==> config.mk <==
export PLATFORM = sky130hd
export DESIGN_NAME = path_point_blend_and_segment_length_unit
export DESIGN_NICKNAME = d
export VERILOG_FILES = /design/src/ppbsl_pkg.sv /design/src/path_point_blend_and_segment_length_unit.sv
export SDC_FILE = /design/constraint.sdc
export NUM_CORES = 2
export LEC_CHECK = 0
export BUFFER_PORTS_ARGS = -buffer_cell sky130_fd_sc_hd__buf_4
export CAP_MARGIN = 20
export CORE_MARGIN = 2
export CORE_UTILIZATION = 55
export CTS_CLUSTER_DIAMETER = 40
export DETAILED_ROUTE_END_ITERATION = 7
export PLACE_DENSITY = 0.75
export SLEW_MARGIN = 30
export SYNTH_ARGS = -nofsm -noshare
export SYNTH_HDL_FRONTEND = slang
export SYNTH_SLANG_ARGS = --single-unit
==> constraint.sdc <==
create_clock -name clk -period 10.3 [get_ports clk]
set_input_delay 0.515 -clock clk [delete_from_list [all_inputs] [get_ports clk]]
set_output_delay 0.515 -clock clk [all_outputs]
set_load 0.02 [all_outputs]
==> src/ppbsl_pkg.sv <==
// shared types and constants for the path point blend and segment length unit
`default_nettype none
package ppbsl_pkg;

  // fixed point format and field widths
  localparam int FRAC_BITS = 12;
  localparam int WEIGHT_W  = 13;
  localparam int DATA_W    = 32;
  localparam int LEN_W     = 31;
  localparam int SUM_W     = 2 * DATA_W;
  localparam int MUL_W     = DATA_W + 1;
  localparam int PROD_W    = 2 * MUL_W;
  localparam int ACC_W     = DATA_W + FRAC_BITS + 2;
  localparam int STEP_W    = 3;

  localparam logic [WEIGHT_W-1:0] ONE_Q        = WEIGHT_W'(1 << FRAC_BITS);
  localparam logic [WEIGHT_W-1:0] WEIGHT_RESET = ONE_Q;
  localparam logic [LEN_W-1:0]    LEN_MAX      = {LEN_W{1'b1}};

  // multiply sequence steps
  localparam logic [STEP_W-1:0] STEP_BX  = 3'd0;
  localparam logic [STEP_W-1:0] STEP_AX  = 3'd1;
  localparam logic [STEP_W-1:0] STEP_BY  = 3'd2;
  localparam logic [STEP_W-1:0] STEP_AY  = 3'd3;
  localparam logic [STEP_W-1:0] STEP_SQX = 3'd4;
  localparam logic [STEP_W-1:0] STEP_SQZ = 3'd5;
  localparam logic [STEP_W-1:0] STEP_SQY = 3'd6;
  localparam logic [STEP_W-1:0] STEP_SUM = 3'd7;

  typedef enum logic [1:0] {
    S_IDLE,
    S_MUL,
    S_SQRT,
    S_LOAD
  } state_t;

  typedef struct packed {
    logic                     first_point;
    logic signed [DATA_W-1:0] point_a_x;
    logic signed [DATA_W-1:0] point_a_y;
    logic signed [DATA_W-1:0] point_b_x;
    logic signed [DATA_W-1:0] point_b_y;
    logic signed [DATA_W-1:0] point_b_z;
  } in_word_t;

  typedef struct packed {
    logic signed [DATA_W-1:0] seg_dx;
    logic signed [DATA_W-1:0] seg_dy;
    logic signed [DATA_W-1:0] seg_dz;
    logic        [LEN_W-1:0]  seg_length;
  } out_word_t;

endpackage
`default_nettype wire

==> src/path_point_blend_and_segment_length_unit.sv <==
// top level: point blend, segment vector and bit-serial segment length
`default_nettype none
// Each input word is one polyline point given as two Q12 source points A and
// B. X and Y are blended with the blend_weight register, Z is taken from B,
// and for every point not marked first_point one output word carries the
// segment vector (previous minus current) and its floor length, saturated to
// 31 bits. Before the next point can be accepted, a point goes through 8
// steps of one shared 33 x 33 multiplier for the blend and the three
// squares, 32 steps of the bit-serial square root, and a load state that
// puts any output word into the output register. A finished
// word waits in the output register while the next point is being worked on.
// Write blend_weight only while no point is in flight.
module path_point_blend_and_segment_length_unit (
  input  logic                              clk,
  input  logic                              rst,
  input  logic                              in_valid,
  output logic                              in_stall,
  input  ppbsl_pkg::in_word_t               in_word,
  output logic                              out_valid,
  input  logic                              out_stall,
  output ppbsl_pkg::out_word_t              out_word,
  input  logic                              cfg_we,
  input  logic [ppbsl_pkg::WEIGHT_W-1:0]    cfg_data
);
  import ppbsl_pkg::*;

  state_t                     state;
  state_t                     state_next;
  logic [STEP_W-1:0]          step;
  logic [WEIGHT_W-1:0]        weight;
  logic                       first;

  logic [DATA_W-1:0]          prev_x;
  logic [DATA_W-1:0]          prev_y;
  logic [DATA_W-1:0]          prev_z;
  logic [DATA_W-1:0]          ax;
  logic [DATA_W-1:0]          ay;
  logic [DATA_W-1:0]          bx;
  logic [DATA_W-1:0]          by;
  logic [DATA_W-1:0]          cx;
  logic [DATA_W-1:0]          cy;
  logic [DATA_W-1:0]          dx;
  logic [DATA_W-1:0]          dy;
  logic [DATA_W-1:0]          dz;

  logic signed [ACC_W-1:0]    acc;
  logic signed [PROD_W-1:0]   prod;
  logic [SUM_W-1:0]           sum;
  logic [SUM_W-1:0]           rem;
  logic [SUM_W-1:0]           root;
  logic [SUM_W-1:0]           bitv;

  logic [WEIGHT_W-1:0]        w_a;
  logic [WEIGHT_W-1:0]        w_b;
  logic [MUL_W-1:0]           op_a;
  logic [MUL_W-1:0]           op_b;
  logic signed [ACC_W-1:0]    blend_sum;
  logic [DATA_W-1:0]          blend_val;
  logic [SUM_W-1:0]           trial;
  logic                       in_take;
  logic                       out_take;
  logic                       out_load;
  logic [LEN_W-1:0]           len_sat;

  // magnitude of a signed 32-bit value, as a non-negative 33-bit operand
  function automatic logic [MUL_W-1:0] mag(input logic [DATA_W-1:0] d);
    logic [MUL_W-1:0] sx;
    sx = {d[DATA_W-1], d};
    return d[DATA_W-1] ? (~sx + MUL_W'(1)) : sx;
  endfunction

  assign in_take  = in_valid && !in_stall;
  assign out_take = out_valid && !out_stall;
  assign in_stall = (state != S_IDLE);

  // weight clamp: anything at or above one selects A
  assign w_a = (weight >= ONE_Q) ? ONE_Q : weight;
  assign w_b = ONE_Q - w_a;

  // shared multiplier operand select
  always_comb begin
    case (step)
      STEP_BX: begin
        op_a = {{(MUL_W-WEIGHT_W){1'b0}}, w_b};
        op_b = {bx[DATA_W-1], bx};
      end
      STEP_AX: begin
        op_a = {{(MUL_W-WEIGHT_W){1'b0}}, w_a};
        op_b = {ax[DATA_W-1], ax};
      end
      STEP_BY: begin
        op_a = {{(MUL_W-WEIGHT_W){1'b0}}, w_b};
        op_b = {by[DATA_W-1], by};
      end
      STEP_AY: begin
        op_a = {{(MUL_W-WEIGHT_W){1'b0}}, w_a};
        op_b = {ay[DATA_W-1], ay};
      end
      STEP_SQX: begin
        op_a = mag(dx);
        op_b = mag(dx);
      end
      STEP_SQZ: begin
        op_a = mag(dz);
        op_b = mag(dz);
      end
      STEP_SQY: begin
        op_a = mag(dy);
        op_b = mag(dy);
      end
      default: begin
        op_a = '0;
        op_b = '0;
      end
    endcase
  end

  // blend result: floor shift is a plain bit select of the two's complement sum
  assign blend_sum = acc + prod[ACC_W-1:0];
  assign blend_val = blend_sum[FRAC_BITS+DATA_W-1:FRAC_BITS];

  // one square root step
  assign trial = root + bitv;

  // length saturation
  assign len_sat = (root > SUM_W'(LEN_MAX)) ? LEN_MAX : root[LEN_W-1:0];

  // sequencer next state
  always_comb begin
    state_next = state;
    out_load   = 1'b0;
    case (state)
      S_IDLE: begin
        if (in_take) begin
          state_next = S_MUL;
        end
      end
      S_MUL: begin
        if (step == STEP_SUM) begin
          state_next = S_SQRT;
        end
      end
      S_SQRT: begin
        if (bitv[0]) begin
          state_next = S_LOAD;
        end
      end
      S_LOAD: begin
        if (first) begin
          state_next = S_IDLE;
        end else if (!out_valid || !out_stall) begin
          out_load   = 1'b1;
          state_next = S_IDLE;
        end
      end
      default: begin
        state_next = S_IDLE;
      end
    endcase
  end

  // control registers and kept point
  always_ff @(posedge clk) begin
    if (rst) begin
      state     <= S_IDLE;
      step      <= STEP_BX;
      weight    <= WEIGHT_RESET;
      out_valid <= 1'b0;
      prev_x    <= '0;
      prev_y    <= '0;
      prev_z    <= '0;
    end else begin
      state <= state_next;
      if (cfg_we) begin
        weight <= cfg_data;
      end
      if (in_take) begin
        step   <= STEP_BX;
        prev_z <= in_word.point_b_z;
      end else if (state == S_MUL) begin
        step <= step + STEP_W'(1);
      end
      if (state == S_MUL && step == STEP_AY) begin
        prev_x <= cx;
      end
      if (state == S_MUL && step == STEP_SQZ) begin
        prev_y <= cy;
      end
      if (out_load) begin
        out_valid <= 1'b1;
      end else if (out_take) begin
        out_valid <= 1'b0;
      end
    end
  end

  // datapath registers
  always_ff @(posedge clk) begin
    prod <= $signed(op_a) * $signed(op_b);
    if (in_take) begin
      first <= in_word.first_point;
      ax    <= in_word.point_a_x;
      ay    <= in_word.point_a_y;
      bx    <= in_word.point_b_x;
      by    <= in_word.point_b_y;
      dz    <= prev_z - in_word.point_b_z;
    end
    if (state == S_MUL) begin
      case (step)
        STEP_AX: begin
          acc <= prod[ACC_W-1:0];
        end
        STEP_BY: begin
          cx <= blend_val;
        end
        STEP_AY: begin
          acc <= prod[ACC_W-1:0];
          dx  <= prev_x - cx;
        end
        STEP_SQX: begin
          cy <= blend_val;
        end
        STEP_SQZ: begin
          dy  <= prev_y - cy;
          sum <= prod[SUM_W-1:0];
        end
        STEP_SQY: begin
          sum <= sum + prod[SUM_W-1:0];
        end
        STEP_SUM: begin
          rem  <= sum + prod[SUM_W-1:0];
          root <= '0;
          bitv <= SUM_W'(1) << (SUM_W - 2);
        end
        default: begin
        end
      endcase
    end
    if (state == S_SQRT) begin
      if (rem >= trial) begin
        rem  <= rem - trial;
        root <= (root >> 1) + bitv;
      end else begin
        root <= root >> 1;
      end
      bitv <= bitv >> 2;
    end
    if (out_load) begin
      out_word.seg_dx     <= dx;
      out_word.seg_dy     <= dy;
      out_word.seg_dz     <= dz;
      out_word.seg_length <= len_sat;
    end
  end

  // checks
  a_take_starts_mul: assert property (@(posedge clk) disable iff (rst)
    in_take |=> (state == S_MUL && step == STEP_BX))
    else $error("accepted word did not start the multiply sequence");

  a_sqrt_bit_onehot: assert property (@(posedge clk) disable iff (rst)
    (state == S_SQRT) |-> $onehot(bitv))
    else $error("square root bit lost its single set bit");

  a_sqrt_to_load: assert property (@(posedge clk) disable iff (rst)
    (state == S_SQRT && bitv[0]) |=> (state == S_LOAD))
    else $error("square root did not end in load");

  a_out_from_load: assert property (@(posedge clk) disable iff (rst)
    $rose(out_valid) |-> $past(state == S_LOAD && !first))
    else $error("output word raised outside load");

endmodule
`default_nettype wire
==> flow_summary.json <==
{
  "grt_setup_unrepaired": "yes",
  "postLayoutCellArea_sq_mm": 0.104,
  "fin_cells": 12380,
  "fill_cells": 12089,
  "clk_latency_ns": 0.82,
  "antenna_found_initial": 10,
  "area_delta_synth_final_pct": 20.5,
  "drt_iter0_drc": 7651,
  "postSynthCellCount": 9213,
  "status": "complete, but fails checks",
  "routedWlPerCell_microns": 23.5,
  "hpwl_mm": 223,
  "worst_slack_ns": -0.497,
  "hp-class": "in -> reg",
  "cp.arrival_ns": 11.46,
  "yosys_warnings": 0,
  "drv_slew": 0,
  "final_layout_size_suffix_gt1_share_pct": 14.7,
  "grt-ovfl-total": 0,
  "ios": 308,
  "slowest_delay_ns": 0.52,
  "drv_cap": 0,
  "htreeDepth": 4,
  "start_util_pct": 55.4,
  "place.gp.congestion": 1.02,
  "cp_data_required_time_ns": 10.97,
  "io_buffers": 307,
  "tns_ns": -4.87,
  "cts.clk_slew.worst_paths_ns": 0.05,
  "rows": 145,
  "drtAntennaViolNets": 0,
  "synth_edf_count": 619,
  "seq_area_frac_synth_pct": 27.1,
  "r2r_slack_ns": -0.50,
  "vias": 72709,
  "core_area_sq_mm": 0.156,
  "clock_tree.root_cell": "clkbuf_16",
  "die_x_microns": 401,
  "grt_pass1_vias": 74259,
  "period_share_pct": 105,
  "max-slew-margin-rel_pct": 29.9,
  "firstDrtPassIters": 6,
  "synth.ff_latch_count": 863,
  "ys.flop_type": "edfxtp_1",
  "finalNetCount": 12061,
  "numCtsBuffers": 141,
  "wl_mm": 291,
  "drc": 0,
  "synth_cell_type_count": 85,
  "worstSetupStartpointType": "flop",
  "path_class": "reg -> reg",
  "cp-end-kind": "flop",
  "max_slew.worst_pin.slew_ns": 1.04,
  "fmax_mhz": 92.6,
  "critPathMaxFanout": 17,
  "violations": "negative setup slack",
  "setup_viol": 17,
  "placed_area_sq_mm": 0.0958,
  "grt_pass1_wl_mm": 444,
  "async_flop_share_pct": 0,
  "syn_area_per_cell_sq_um": 9.40,
  "fin_skew_ns": 0.0506,
  "grt_max_degree": 118,
  "cts.sinks": 863,
  "clk_path_buf_depth": 3,
  "vias_per_cell": 5.87,
  "dp_cells": 11873,
  "dieArea_sq_mm": 0.161,
  "cts_tree": "built",
  "syn-cell-area_sq_mm": 0.0866,
  "crit_slowest_cell": "fa_1",
  "report.final.hold_viol_count": 0,
  "min_period_ns": 10.80,
  "die_h_microns": 401,
  "grtUsageTotal_pct": 36.1
}
## layer usage
layer	vias to the layer above	wire, microns	GRT usage, %
met2	3818	131000	55.8
met5	-	12	0
met1	35878	113000	47.7
met3	872	29400	8.41
li1	32139	-	-
met4	2	17500	18.5
## worst paths after layout
check,startpoint,end,cells after the start
worst max-delay path,dz[3],prod[63],41
worst min-delay path,in_word[1],prev_z[1],3
worst max register to register,dz[3],prod[63],41
worst min register to register,prev_x[3],prev_x[3],2
## critical path: cells and delay by family (launching register included)
kind	cells	cell delay, ns
DFF	1	0.39
buffers and inverters	12	1.75
AOI/OAI and AO/OA	10	2.44
xor gates and xnor gates	2	0.29
and+or+nand+nor	8	2.12
adders and majority gates	9	3.68
## metrics by stage
step / worst slack, ns / hold slack [ns] / utilization [%]
finish: -0.497 / 0.0344 / 66.8
global route: -0.759 / 0.0268 / 66.8
CTS: -0.243 / 0.00108 / 66.2
detailed placement: -0.934 / 0.451 / 61.3
global placement: -0.976 / 0.441 / 61.2
floorplan: 0.0122 / 0.436 / -
## layout by cell type, fill, tap and decap left out, types with 244 or more instances in the layout
cell	instances
a21oi_1	471
buf_4	909
dfxtp_1	244
edfxtp_1	619
fa_1	1111
ha_1	540
inv_1	1330
nand2_1	1281
nor2_1	775
o21ai_0	278
xnor2_1	253
xor2_1	244
## cell families after synthesis
family | after synthesis | synth area share [%]
other cells | 2 | 0.00867
buf+inv | 1754 | 7.66
fa+ha+maj | 1685 | 34.1
mux | 26 | 0.305
compound gates | 1627 | 11.9
xor+xnor | 506 | 5.12
simple gates | 2750 | 13.7
flops | 863 | 27.1
## area by class of cell
type                       instances  area (sq um)  area share [%]
tap                             2058          2570            2.47
timing repair buffer            1176         10200            9.76
clock buffer                     168          3760            3.61
clock inverter                    95          1320            1.27
sequential                       863         23500            22.5
antenna                            5          12.5          0.0120
multi-input combinational       6656         57900            55.5
inverter                        1359          5130            4.91
## timing repair
action | CTS | global route
setup buffers | 33 | 35
setup endpoints to repair | 30 | 32
cloned | 2 | 1
hold buffers | 172 | 0
pin swaps | 69 | 71
resized for setup | 133 | 131
endpoints found under the hold margin | 172 | 0
## synth_stat cells, types with 14 or more instances
cell type,instances,area (sq um)
a211o_1,15,131
a211oi_1,70,526
a21boi_0,22,165
a21o_1,188,1410
a21oi_1,482,2410
a221oi_1,27,236
a22o_1,14,123
a22oi_1,54,405
a31o_2,17,149
a31oi_1,118,738
and2_1,83,519
and3_1,56,350
buf_1,28,105
buf_2,15,75.1
clkbuf_1,348,1310
dfxtp_1,244,4880
edfxtp_1,619,18600
fa_1,1130,22600
ha_1,555,6940
inv_1,1348,5060
mux2i_1,23,230
nand2_1,1288,4830
nand2b_1,88,551
nand3_1,91,455
nand4_1,63,394
nor2_1,793,2980
nor2b_1,55,344
nor3_1,87,435
nor4_1,23,144
o211ai_1,36,270
o21a_1,64,480
o21ai_0,302,1510
o21bai_1,55,413
o31ai_1,46,345
o41ai_1,16,140
or2_2,18,113
or3_1,44,275
xnor2_1,260,2280
xor2_1,246,2150
## state kept, by name (all words and copies together) (netlist names), 44 cells and up
signal / count
out_word: 127
prod: 64
rem: 64
root: 64
sum: 64
acc: 44
Power is not shown: default switching activity piles up to over one toggle a cycle in this logic, so the estimate is an artifact.
